<file path="src/sv/gwwb_pkg.sv">
// gwwb_pkg: shared constants, state encoding and controller command word
// for the gray-world white balance block. No dependencies.
package gwwb_pkg;

  localparam int MaxWidthDef = 4096;
  localparam int CfgW        = 13;
  localparam int PixW        = 16;
  localparam int GainW       = 24;
  localparam int SumW        = 40;
  localparam int CntW        = 24;
  localparam int ProdW       = SumW + CntW;
  localparam int FracW       = 16;
  localparam int QuoW        = 26;
  localparam int PreShift    = QuoW - FracW;
  localparam int MulSteps    = CntW;
  localparam int DivSteps    = QuoW;
  localparam int StepW       = 5;

  localparam logic [CfgW-1:0]  FrameWidthRst = 13'd3280;
  localparam logic [GainW-1:0] GainOne       = 24'h010000;
  localparam logic [GainW-1:0] GainMax       = 24'hFFFFFF;

  // operation codes
  localparam logic OpMeasure = 1'b0;
  localparam logic OpApply   = 1'b1;

  typedef enum logic [2:0] {
    ST_IDLE,
    ST_GMUL,
    ST_GDIV0,
    ST_GDIV,
    ST_GRND,
    ST_PMUL,
    ST_POUT
  } state_e;

  typedef struct packed {
    logic measure;
    logic apply_accept;
    logic mul_load;
    logic load_blue;
    logic mul_step;
    logic div_init;
    logic div_step;
    logic gain_write;
    logic gain_blue;
    logic pix_mul;
    logic pix_out;
  } cmd_t;

endpackage

</file>
<file path="src/sv/bayer_gray_world_white_balance.sv">
// bayer_gray_world_white_balance: top level, gray-world white balance on RGGB.
// Depends on gwwb_pkg, gwwb_ctrl and gwwb_dp.
//
// Usage: a word is taken at a rising edge with start high and busy low.
// operation_i = 0 is a measure word: it updates the color sums and counts at
// the accepting edge and busy stays low, so measure words go one per cycle.
// pass_start_i on a measure word clears the statistics first.
// operation_i = 1 is an apply word: busy is high while it passes the ST_PMUL
// and ST_POUT states, and the result (corrected_pixel_o, red_gain_o,
// blue_gain_o) appears with valid_o high for exactly one cycle once registered.
// An apply word with pass_start_i first recomputes both gains: per gain a
// shift-add multiply, a setup step, a restoring divide and a rounding step,
// all while busy stays high.
// The receiver cannot stall; valid_o is a single-cycle strobe.
// Configuration: cfg_data_i is the frame width, written when cfg_valid_i and
// cfg_ready_o are both high; cfg_ready_o follows !busy.
// Reset clears position, statistics and the result strobe, sets both gains
// to 1.0 and the frame width to 3280.
module bayer_gray_world_white_balance import gwwb_pkg::*; #(
  parameter int MAX_WIDTH = MaxWidthDef
) (
  input  logic             clk_i,
  input  logic             rst_ni,
  input  logic             start,
  output logic             busy,
  input  logic             operation_i,
  input  logic             pass_start_i,
  input  logic [PixW-1:0]  pixel_i,
  input  logic             cfg_valid_i,
  output logic             cfg_ready_o,
  input  logic [CfgW-1:0]  cfg_data_i,
  output logic             valid_o,
  output logic [PixW-1:0]  corrected_pixel_o,
  output logic [GainW-1:0] red_gain_o,
  output logic [GainW-1:0] blue_gain_o
);

  cmd_t cmd;
  logic busy_int;

  gwwb_ctrl u_ctrl (
    .clk_i        (clk_i),
    .rst_ni       (rst_ni),
    .start_i      (start),
    .operation_i  (operation_i),
    .pass_start_i (pass_start_i),
    .busy_o       (busy_int),
    .cmd_o        (cmd)
  );

  gwwb_dp #(
    .MAX_WIDTH (MAX_WIDTH)
  ) u_dp (
    .clk_i             (clk_i),
    .rst_ni            (rst_ni),
    .cmd_i             (cmd),
    .pass_start_i      (pass_start_i),
    .pixel_i           (pixel_i),
    .cfg_we_i          (cfg_valid_i && cfg_ready_o),
    .cfg_data_i        (cfg_data_i),
    .valid_o           (valid_o),
    .corrected_pixel_o (corrected_pixel_o),
    .red_gain_o        (red_gain_o),
    .blue_gain_o       (blue_gain_o)
  );

  assign busy        = busy_int;
  assign cfg_ready_o = !busy_int;

endmodule

</file>
<file path="src/sv/gwwb_ctrl.sv">
// gwwb_ctrl: sequencer for measure, gain computation and pixel correction.
// Depends on gwwb_pkg.
module gwwb_ctrl import gwwb_pkg::*; (
  input  logic clk_i,
  input  logic rst_ni,
  input  logic start_i,
  input  logic operation_i,
  input  logic pass_start_i,
  output logic busy_o,
  output cmd_t cmd_o
);

  state_e           state_q, state_d;
  logic [StepW-1:0] cnt_q, cnt_d;
  logic             phase_q, phase_d;

  always_ff @(posedge clk_i or negedge rst_ni) begin
    if (!rst_ni) begin
      state_q <= ST_IDLE;
      cnt_q   <= '0;
      phase_q <= 1'b0;
    end else begin
      state_q <= state_d;
      cnt_q   <= cnt_d;
      phase_q <= phase_d;
    end
  end

  always_comb begin
    state_d = state_q;
    cnt_d   = cnt_q;
    phase_d = phase_q;
    case (state_q)
      ST_IDLE: begin
        if (start_i && (operation_i == OpApply)) begin
          if (pass_start_i) begin
            state_d = ST_GMUL;
            cnt_d   = '0;
            phase_d = 1'b0;
          end else begin
            state_d = ST_PMUL;
          end
        end
      end
      ST_GMUL: begin
        cnt_d = cnt_q + StepW'(1);
        if (cnt_q == StepW'(MulSteps - 1)) begin
          state_d = ST_GDIV0;
        end
      end
      ST_GDIV0: begin
        cnt_d   = '0;
        state_d = ST_GDIV;
      end
      ST_GDIV: begin
        cnt_d = cnt_q + StepW'(1);
        if (cnt_q == StepW'(DivSteps - 1)) begin
          state_d = ST_GRND;
        end
      end
      ST_GRND: begin
        if (!phase_q) begin
          phase_d = 1'b1;
          cnt_d   = '0;
          state_d = ST_GMUL;
        end else begin
          state_d = ST_PMUL;
        end
      end
      ST_PMUL: begin
        state_d = ST_POUT;
      end
      ST_POUT: begin
        state_d = ST_IDLE;
      end
      default: begin
        state_d = ST_IDLE;
      end
    endcase
  end

  always_comb begin
    cmd_o  = '0;
    busy_o = 1'b1;
    case (state_q)
      ST_IDLE: begin
        busy_o             = 1'b0;
        cmd_o.measure      = start_i && (operation_i == OpMeasure);
        cmd_o.apply_accept = start_i && (operation_i == OpApply);
        cmd_o.mul_load     = start_i && (operation_i == OpApply) && pass_start_i;
      end
      ST_GMUL: begin
        cmd_o.mul_step = 1'b1;
      end
      ST_GDIV0: begin
        cmd_o.div_init = 1'b1;
      end
      ST_GDIV: begin
        cmd_o.div_step = 1'b1;
      end
      ST_GRND: begin
        cmd_o.gain_write = 1'b1;
        cmd_o.gain_blue  = phase_q;
        cmd_o.mul_load   = !phase_q;
        cmd_o.load_blue  = 1'b1;
      end
      ST_PMUL: begin
        cmd_o.pix_mul = 1'b1;
      end
      ST_POUT: begin
        cmd_o.pix_out = 1'b1;
      end
      default: begin
        busy_o = 1'b1;
      end
    endcase
  end

endmodule

</file>
<file path="src/sv/gwwb_dp.sv">
// gwwb_dp: position tracking, statistics, shift-add multipliers, gain divider
// and pixel gain stage. Depends on gwwb_pkg, driven by gwwb_ctrl commands.
module gwwb_dp import gwwb_pkg::*; #(
  parameter int MAX_WIDTH = MaxWidthDef
) (
  input  logic             clk_i,
  input  logic             rst_ni,
  input  cmd_t             cmd_i,
  input  logic             pass_start_i,
  input  logic [PixW-1:0]  pixel_i,
  input  logic             cfg_we_i,
  input  logic [CfgW-1:0]  cfg_data_i,
  output logic             valid_o,
  output logic [PixW-1:0]  corrected_pixel_o,
  output logic [GainW-1:0] red_gain_o,
  output logic [GainW-1:0] blue_gain_o
);

  localparam int ColW = $clog2(MAX_WIDTH);
  localparam int WidW = ColW + 1;

  function automatic logic [SumW-1:0] sat_add(input logic [SumW-1:0] s,
                                              input logic [PixW-1:0] v);
    logic [SumW:0] t;
    t = {1'b0, s} + {{(SumW + 1 - PixW){1'b0}}, v};
    return t[SumW] ? '1 : t[SumW-1:0];
  endfunction

  function automatic logic [CntW-1:0] sat_inc(input logic [CntW-1:0] c);
    return (c == '1) ? c : c + CntW'(1);
  endfunction

  // configuration and position
  logic [CfgW-1:0] frame_width_q;
  logic [WidW-1:0] width_eff;
  logic [ColW-1:0] column_q, column_d, col_cur;
  logic            odd_row_q, odd_row_d, odd_cur;
  logic [WidW-1:0] col_nxt;
  logic            red_site, blue_site, accept;

  always_comb begin
    if (frame_width_q == '0) begin
      width_eff = WidW'(1);
    end else if ({1'b0, frame_width_q} > 14'(MAX_WIDTH)) begin
      width_eff = WidW'(MAX_WIDTH);
    end else begin
      width_eff = WidW'(frame_width_q);
    end
  end

  assign accept    = cmd_i.measure || cmd_i.apply_accept;
  assign col_cur   = pass_start_i ? '0 : column_q;
  assign odd_cur   = pass_start_i ? 1'b0 : odd_row_q;
  assign red_site  = !odd_cur && !col_cur[0];
  assign blue_site = odd_cur && col_cur[0];
  assign col_nxt   = {1'b0, col_cur} + WidW'(1);

  always_comb begin
    column_d  = column_q;
    odd_row_d = odd_row_q;
    if (accept) begin
      if (col_nxt >= width_eff) begin
        column_d  = '0;
        odd_row_d = !odd_cur;
      end else begin
        column_d  = col_nxt[ColW-1:0];
        odd_row_d = odd_cur;
      end
    end
  end

  always_ff @(posedge clk_i or negedge rst_ni) begin
    if (!rst_ni) begin
      frame_width_q <= FrameWidthRst;
      column_q      <= '0;
      odd_row_q     <= 1'b0;
    end else begin
      if (cfg_we_i) begin
        frame_width_q <= cfg_data_i;
      end
      column_q  <= column_d;
      odd_row_q <= odd_row_d;
    end
  end

  // statistics
  logic [SumW-1:0] red_sum_q, green_sum_q, blue_sum_q;
  logic [SumW-1:0] rs_base, gs_base, bs_base;
  logic [CntW-1:0] red_cnt_q, green_cnt_q, blue_cnt_q;
  logic [CntW-1:0] rc_base, gc_base, bc_base;

  assign rs_base = pass_start_i ? '0 : red_sum_q;
  assign gs_base = pass_start_i ? '0 : green_sum_q;
  assign bs_base = pass_start_i ? '0 : blue_sum_q;
  assign rc_base = pass_start_i ? '0 : red_cnt_q;
  assign gc_base = pass_start_i ? '0 : green_cnt_q;
  assign bc_base = pass_start_i ? '0 : blue_cnt_q;

  always_ff @(posedge clk_i or negedge rst_ni) begin
    if (!rst_ni) begin
      red_sum_q   <= '0;
      green_sum_q <= '0;
      blue_sum_q  <= '0;
      red_cnt_q   <= '0;
      green_cnt_q <= '0;
      blue_cnt_q  <= '0;
    end else if (cmd_i.measure) begin
      red_sum_q   <= red_site ? sat_add(rs_base, pixel_i) : rs_base;
      red_cnt_q   <= red_site ? sat_inc(rc_base) : rc_base;
      blue_sum_q  <= blue_site ? sat_add(bs_base, pixel_i) : bs_base;
      blue_cnt_q  <= blue_site ? sat_inc(bc_base) : bc_base;
      green_sum_q <= (!red_site && !blue_site) ? sat_add(gs_base, pixel_i) : gs_base;
      green_cnt_q <= (!red_site && !blue_site) ? sat_inc(gc_base) : gc_base;
    end
  end

  // shift-add multipliers: numerator green_sum*count, divisor green_count*sum
  logic [ProdW-1:0] num_mc_q, den_mc_q, num_acc_q, den_acc_q;
  logic [CntW-1:0]  num_mp_q, den_mp_q;

  always_ff @(posedge clk_i) begin
    if (cmd_i.mul_load) begin
      num_mc_q  <= ProdW'(green_sum_q);
      num_mp_q  <= cmd_i.load_blue ? blue_cnt_q : red_cnt_q;
      den_mc_q  <= ProdW'(cmd_i.load_blue ? blue_sum_q : red_sum_q);
      den_mp_q  <= green_cnt_q;
      num_acc_q <= '0;
      den_acc_q <= '0;
    end else if (cmd_i.mul_step) begin
      if (num_mp_q[0]) begin
        num_acc_q <= num_acc_q + num_mc_q;
      end
      if (den_mp_q[0]) begin
        den_acc_q <= den_acc_q + den_mc_q;
      end
      num_mc_q <= {num_mc_q[ProdW-2:0], 1'b0};
      den_mc_q <= {den_mc_q[ProdW-2:0], 1'b0};
      num_mp_q <= {1'b0, num_mp_q[CntW-1:1]};
      den_mp_q <= {1'b0, den_mp_q[CntW-1:1]};
    end
  end

  // restoring divider over the low quotient bits
  logic [ProdW-1:0] rem_q;
  logic [QuoW-1:0]  nbits_q, quo_q;
  logic             sat_q;
  logic [ProdW:0]   trial, trial_sub;
  logic [ProdW:0]   twice_rem;
  logic             round_up;
  logic [QuoW:0]    quo_rnd;
  logic [GainW-1:0] gain_new;

  assign trial     = {rem_q, nbits_q[QuoW-1]};
  assign trial_sub = trial - {1'b0, den_acc_q};

  always_ff @(posedge clk_i) begin
    if (cmd_i.div_init) begin
      sat_q   <= (num_acc_q >> PreShift) >= den_acc_q;
      rem_q   <= num_acc_q >> PreShift;
      nbits_q <= {num_acc_q[PreShift-1:0], {FracW{1'b0}}};
      quo_q   <= '0;
    end else if (cmd_i.div_step) begin
      if (!trial_sub[ProdW]) begin
        rem_q <= trial_sub[ProdW-1:0];
        quo_q <= {quo_q[QuoW-2:0], 1'b1};
      end else begin
        rem_q <= trial[ProdW-1:0];
        quo_q <= {quo_q[QuoW-2:0], 1'b0};
      end
      nbits_q <= {nbits_q[QuoW-2:0], 1'b0};
    end
  end

  assign twice_rem = {rem_q, 1'b0};
  assign round_up  = (twice_rem > {1'b0, den_acc_q}) ||
                     ((twice_rem == {1'b0, den_acc_q}) && quo_q[0]);
  assign quo_rnd   = {1'b0, quo_q} + (QuoW + 1)'(round_up);
  assign gain_new  = (sat_q || (quo_rnd > (QuoW + 1)'(GainMax))) ? GainMax
                                                                 : quo_rnd[GainW-1:0];

  logic [GainW-1:0] red_gain_q, blue_gain_q;

  always_ff @(posedge clk_i or negedge rst_ni) begin
    if (!rst_ni) begin
      red_gain_q  <= GainOne;
      blue_gain_q <= GainOne;
    end else if (cmd_i.gain_write) begin
      if (cmd_i.gain_blue) begin
        blue_gain_q <= gain_new;
      end else begin
        red_gain_q <= gain_new;
      end
    end
  end

  // pixel gain stage
  logic [PixW-1:0]         pix_q;
  logic                    red_q, blue_q, green_q;
  logic [PixW+GainW-1:0]   pprod_q;
  logic [GainW-1:0]        pgain;
  logic [GainW-1:0]        pq;
  logic [FracW-1:0]        pfrac;
  logic                    pup;
  logic [GainW:0]          pq_rnd;
  logic [PixW-1:0]         pix_new;

  assign pgain = red_q ? red_gain_q : blue_gain_q;

  always_ff @(posedge clk_i) begin
    if (cmd_i.apply_accept) begin
      pix_q  <= pixel_i;
      red_q  <= red_site;
      blue_q <= blue_site;
    end
    if (cmd_i.pix_mul) begin
      pprod_q <= (PixW + GainW)'(pix_q) * (PixW + GainW)'(pgain);
      green_q <= !red_q && !blue_q;
    end
  end

  assign pq      = pprod_q[PixW+GainW-1:FracW];
  assign pfrac   = pprod_q[FracW-1:0];
  assign pup     = (pfrac > {1'b1, {(FracW-1){1'b0}}}) ||
                   ((pfrac == {1'b1, {(FracW-1){1'b0}}}) && pq[0]);
  assign pq_rnd  = {1'b0, pq} + (GainW + 1)'(pup);
  assign pix_new = green_q ? pix_q
                 : (pq_rnd > (GainW + 1)'({PixW{1'b1}})) ? {PixW{1'b1}}
                 : pq_rnd[PixW-1:0];

  logic             valid_q;
  logic [PixW-1:0]  out_pix_q;
  logic [GainW-1:0] out_rg_q, out_bg_q;

  always_ff @(posedge clk_i or negedge rst_ni) begin
    if (!rst_ni) begin
      valid_q <= 1'b0;
    end else begin
      valid_q <= cmd_i.pix_out;
    end
  end

  always_ff @(posedge clk_i) begin
    if (cmd_i.pix_out) begin
      out_pix_q <= pix_new;
      out_rg_q  <= red_gain_q;
      out_bg_q  <= blue_gain_q;
    end
  end

  assign valid_o           = valid_q;
  assign corrected_pixel_o = out_pix_q;
  assign red_gain_o        = out_rg_q;
  assign blue_gain_o       = out_bg_q;

endmodule

</file>
<file path="config.mk">
export PLATFORM = sky130hd
export DESIGN_NAME = bayer_gray_world_white_balance
export DESIGN_NICKNAME = d
export VERILOG_FILES = /design/src/sv/gwwb_pkg.sv /design/src/sv/bayer_gray_world_white_balance.sv /design/src/sv/gwwb_ctrl.sv /design/src/sv/gwwb_dp.sv
export SDC_FILE = /design/constraint.sdc
export NUM_CORES = 2
export LEC_CHECK = 0
export ABC_AREA = 1
export ABC_CLOCK_PERIOD_IN_PS = 10000
export BUFFER_PORTS_ARGS = -buffer_cell sky130_fd_sc_hd__buf_2
export CAP_MARGIN = 20
export CORE_MARGIN = 2
export CORE_UTILIZATION = 40
export DETAILED_ROUTE_END_ITERATION = 8
export SLEW_MARGIN = 10
export SYNTH_ARGS = -nofsm -noshare
export SYNTH_HDL_FRONTEND = slang
export SYNTH_SLANG_ARGS = --single-unit
</file>
<file path="constraint.sdc">
create_clock -name clk_i -period 10 [get_ports clk_i]
set_input_delay 0.5 -clock clk_i [delete_from_list [all_inputs] [get_ports clk_i]]
set_output_delay 0.5 -clock clk_i [all_outputs]
set_load 0.01 [all_outputs]
</file>
==> out/metrics.yaml <==
via_count: 66400
hpwlAfterDp_um: 212000
final_nets: 10900
rsz0062_at_grt: "false"
die_y_um: 425
period_needed_ns: 7.71
critical_path_class: "reg2reg"
end_kind: "flip-flop"
synth-edff-count: 340
crit_family: "adder cells"
initial_core_util_pct: 40.2
die_x_um: 425
netlist_area_mm2: 0.0708
synth_cells: 10100
final_common_cell: "nand2_1"
grt_max_degree: 190
ys_seq_area_share_pct: 29.5
crit_start: "u_dp.red_q"
wire_per_inst_um: 21.2
path_max_fanout: 17
setup_tns_ns: 0
status: "complete, no violations"
viasPerCell: 5.30
fillers: 18400
crit_end: "u_dp.pprod_q[26]"
port_buffers: 101
syn-mean-instance-area_um2: 7.02
final.setup_skew_ns: 0.0728
netlist-cell-type-count: 67
multi_input_area_mm2: 0.0424
fin_crit_sh_pct: 77.1
dieArea_mm2: 0.180
synthArstFlopShare_pct: 34.3
rr_endpoint: "u_dp.pprod_q[26]"
gr-total-overflow: 0
synth-main-ff-cell: "edfxtp_1"
syn-num-nets: 10900
first_global_vias: 63700
dr.pass1.iters: 7
r2r_start: "u_dp.red_q"
drt_iter0_drc: 6175
io_pins: 102
finalSetupViolations: 0
final_max_slew_viol_count: 0
layout_common_cells: "2,626 x nand2_1, 1,647 x inv_1, 1,229 x nor2_1, 572 x nand3_1, 564 x a21oi_1"
crit_path_start_kind: "flip-flop"
worstPathBufferInverterCount: 6
cts_buffer_depth: 3
ant_nets: 0
synth_warnings: 0
required_ns: 10.49
arrival_ns: 8.20
cpMaxStageDelayCell: "edfxtp_1"
cts.sinks: 804
drc_errors: 0
cpPeakStageDelay_ns: 0.67
min_path_type: "in2reg"
final_layout_size_suffix_gt1_share_pct: 5.06
cts_tree: "yes"
synth-seq-cells: 804
cts_root_buffer: "clkbuf_16"
gp_congestion: 0.987
grtUsageTotal_pct: 29.0
numCtsBuffers: 98
rows: 154
regArea_mm2: 0.0209
grt_pass1_wl_um: 398000
path_clk_slew_ns: 0.07
max_freq_mhz: 130
crit_top_cell: "fa_1"
worst_pin_slew_ns: 1.20
worstSetupPathDepth: 24
max_cap_violations: 0
syn2layout_area_growth_pct: 8.83
crit_chain: "inv_1 -> buf_4 -> or2_2 -> nand2_1 -> clkinv_1 -> nand2_1 -> fa_1 -> fa_1 -> fa_1 -> inv_1 -> fa_1 -> fa_1 -> inv_1 -> fa_1 -> inv_1 -> ha_1 -> nand2_1 -> nor2_1 -> nor3b_1 -> a21oi_1 -> o21ai_0 -> and2_1 -> or2_2 -> xor2_1"
antenna_found_initial: 21
max_slew_margin_pct: 18.8
totalWireLength_um: 265000
core_area_mm2: 0.176
rr_worst_depth: 24
rrSetupSlack_ns: 2.29
finalHoldViolCount: 0
htreeDepth: 3
clk_latency_ns: 0.79
-- synthesized netlist by cell type, types with 7 or more instances --
cell type	n	area, um^2
a21boi_0	11	82.6
a21o_1	22	165
a21oi_1	564	2820
a21oi_2	7	61.3
a22oi_1	10	75.1
a31oi_1	83	519
buf_1	17	63.8
buf_2	76	380
buf_4	8	60.1
buf_6	18	203
clkbuf_1	152	571
clkinv_1	13	48.8
dfrtp_1	269	6730
dfstp_2	7	184
dfxtp_1	188	3760
edfxtp_1	340	10200
fa_1	312	6250
ha_1	429	5370
inv_1	1648	6190
inv_2	21	78.8
mux2_2	12	135
nand2_1	2631	9880
nand2_2	12	75.1
nand3_1	572	2860
nand3b_1	24	180
nand4_1	102	638
nor2_1	1234	4630
nor2_2	20	125
nor3_1	105	526
nor3_2	18	180
nor3b_1	7	52.6
nor4_1	50	313
o211ai_1	39	293
o21a_1	26	195
o21ai_0	514	2570
o21ai_1	16	80.1
o21bai_1	37	278
o22ai_1	41	257
or2_2	53	332
xnor2_1	120	1050
xor2_1	193	1690
-- metal layers --
metal	GRT usage [%]	part of all wire [%]	wire (um)
met2	45.1	44	116000
met3	3.70	6.5	17200
met1	42.3	47	125000
met5	0	0.017	46
met4	7.60	2.6	6770
-- cells by family after synthesis --
logic type	count (synthesis)	share of synthesized area, %
flip-flops	804	29.5
adder cells (fa/ha/maj)	741	16.4
multiplexers	12	0.191
AO/OA/AOI/OAI	1399	10.8
XOR/XNOR	313	3.87
AND/OR/NAND/NOR	4860	28.4
buffers and inverters	1955	10.7
-- worst register-to-register path: stages (launching register included) --
cell and delay [ns]:
edfxtp_1 0.67, inv_1 0.21, buf_4 0.27, or2_2 0.32, nand2_1 0.20, clkinv_1 0.37
nand2_1 0.20, fa_1 0.47, fa_1 0.48, fa_1 0.51, inv_1 0.05, fa_1 0.46
fa_1 0.55, inv_1 0.06, fa_1 0.58, inv_1 0.06, ha_1 0.36, nand2_1 0.14
nor2_1 0.16, nor3b_1 0.41, a21oi_1 0.18, o21ai_0 0.41, and2_1 0.19, or2_2 0.11
xor2_1 0.06
-- layout make-up --
type	count	share of cell area, %
repair buffers	180	1.53
inverters	1684	8.22
multi-input cells	7325	55.0
diodes	5	0.0162
clock inverters	51	0.796
well taps	2340	3.80
clock buffers	134	3.53
flip-flops and latches	804	27.1
-- state kept, by name, summed over array words and instances, names as in the netlist, 26 cells and up --
signal            flops
u_dp.den_acc_q       64
u_dp.den_mc_q        64
u_dp.num_acc_q       64
u_dp.num_mc_q        64
u_dp.rem_q           64
u_dp.blue_sum_q      40
u_dp.green_sum_q     40
u_dp.pprod_q         40
u_dp.red_sum_q       40
u_dp.quo_q           26
-- worst min path at each step --
stage          depth (start not counted)  slack, ns         endpoint           start
4_1_cts                                1       0.15    u_dp.pix_q[0]      pixel_i[0]
3_3_place_gp                           2       0.46   u_dp.rem_q[54]  u_dp.rem_q[54]
2_1_floorplan                          0       0.20  u_ctrl.cnt_q[0]          rst_ni
5_1_grt                                1       0.17    u_dp.pix_q[0]      pixel_i[0]
3_5_place_dp                           2       0.46   u_dp.rem_q[58]  u_dp.rem_q[58]
6_report                               1       0.20    u_dp.pix_q[0]      pixel_i[0]
-- per-stage QoR --
step                      instances  cell area [um^2]  hold WS [ns]  utilization [%]  worst slack (ns)
after floorplan               10100             70800         0.204                -              3.55
after global placement        12300             73500         0.463             41.8              2.52
after detailed placement      12300             73500         0.463             41.8              2.44
after CTS                     12500             77000         0.146             43.8              2.40
after global routing          12500             77000         0.171             43.8              1.93
final                         12500             77000         0.202             43.8              2.29
-- repair_timing --
action,in CTS,in global routing
hold buffers,14,0
gates resized for setup,0,0
buffers inserted,0,0
endpoints found under the hold margin,77,0
Power is not shown: default switching activity piles up to over one toggle a cycle in this logic, so the estimate is an artifact.
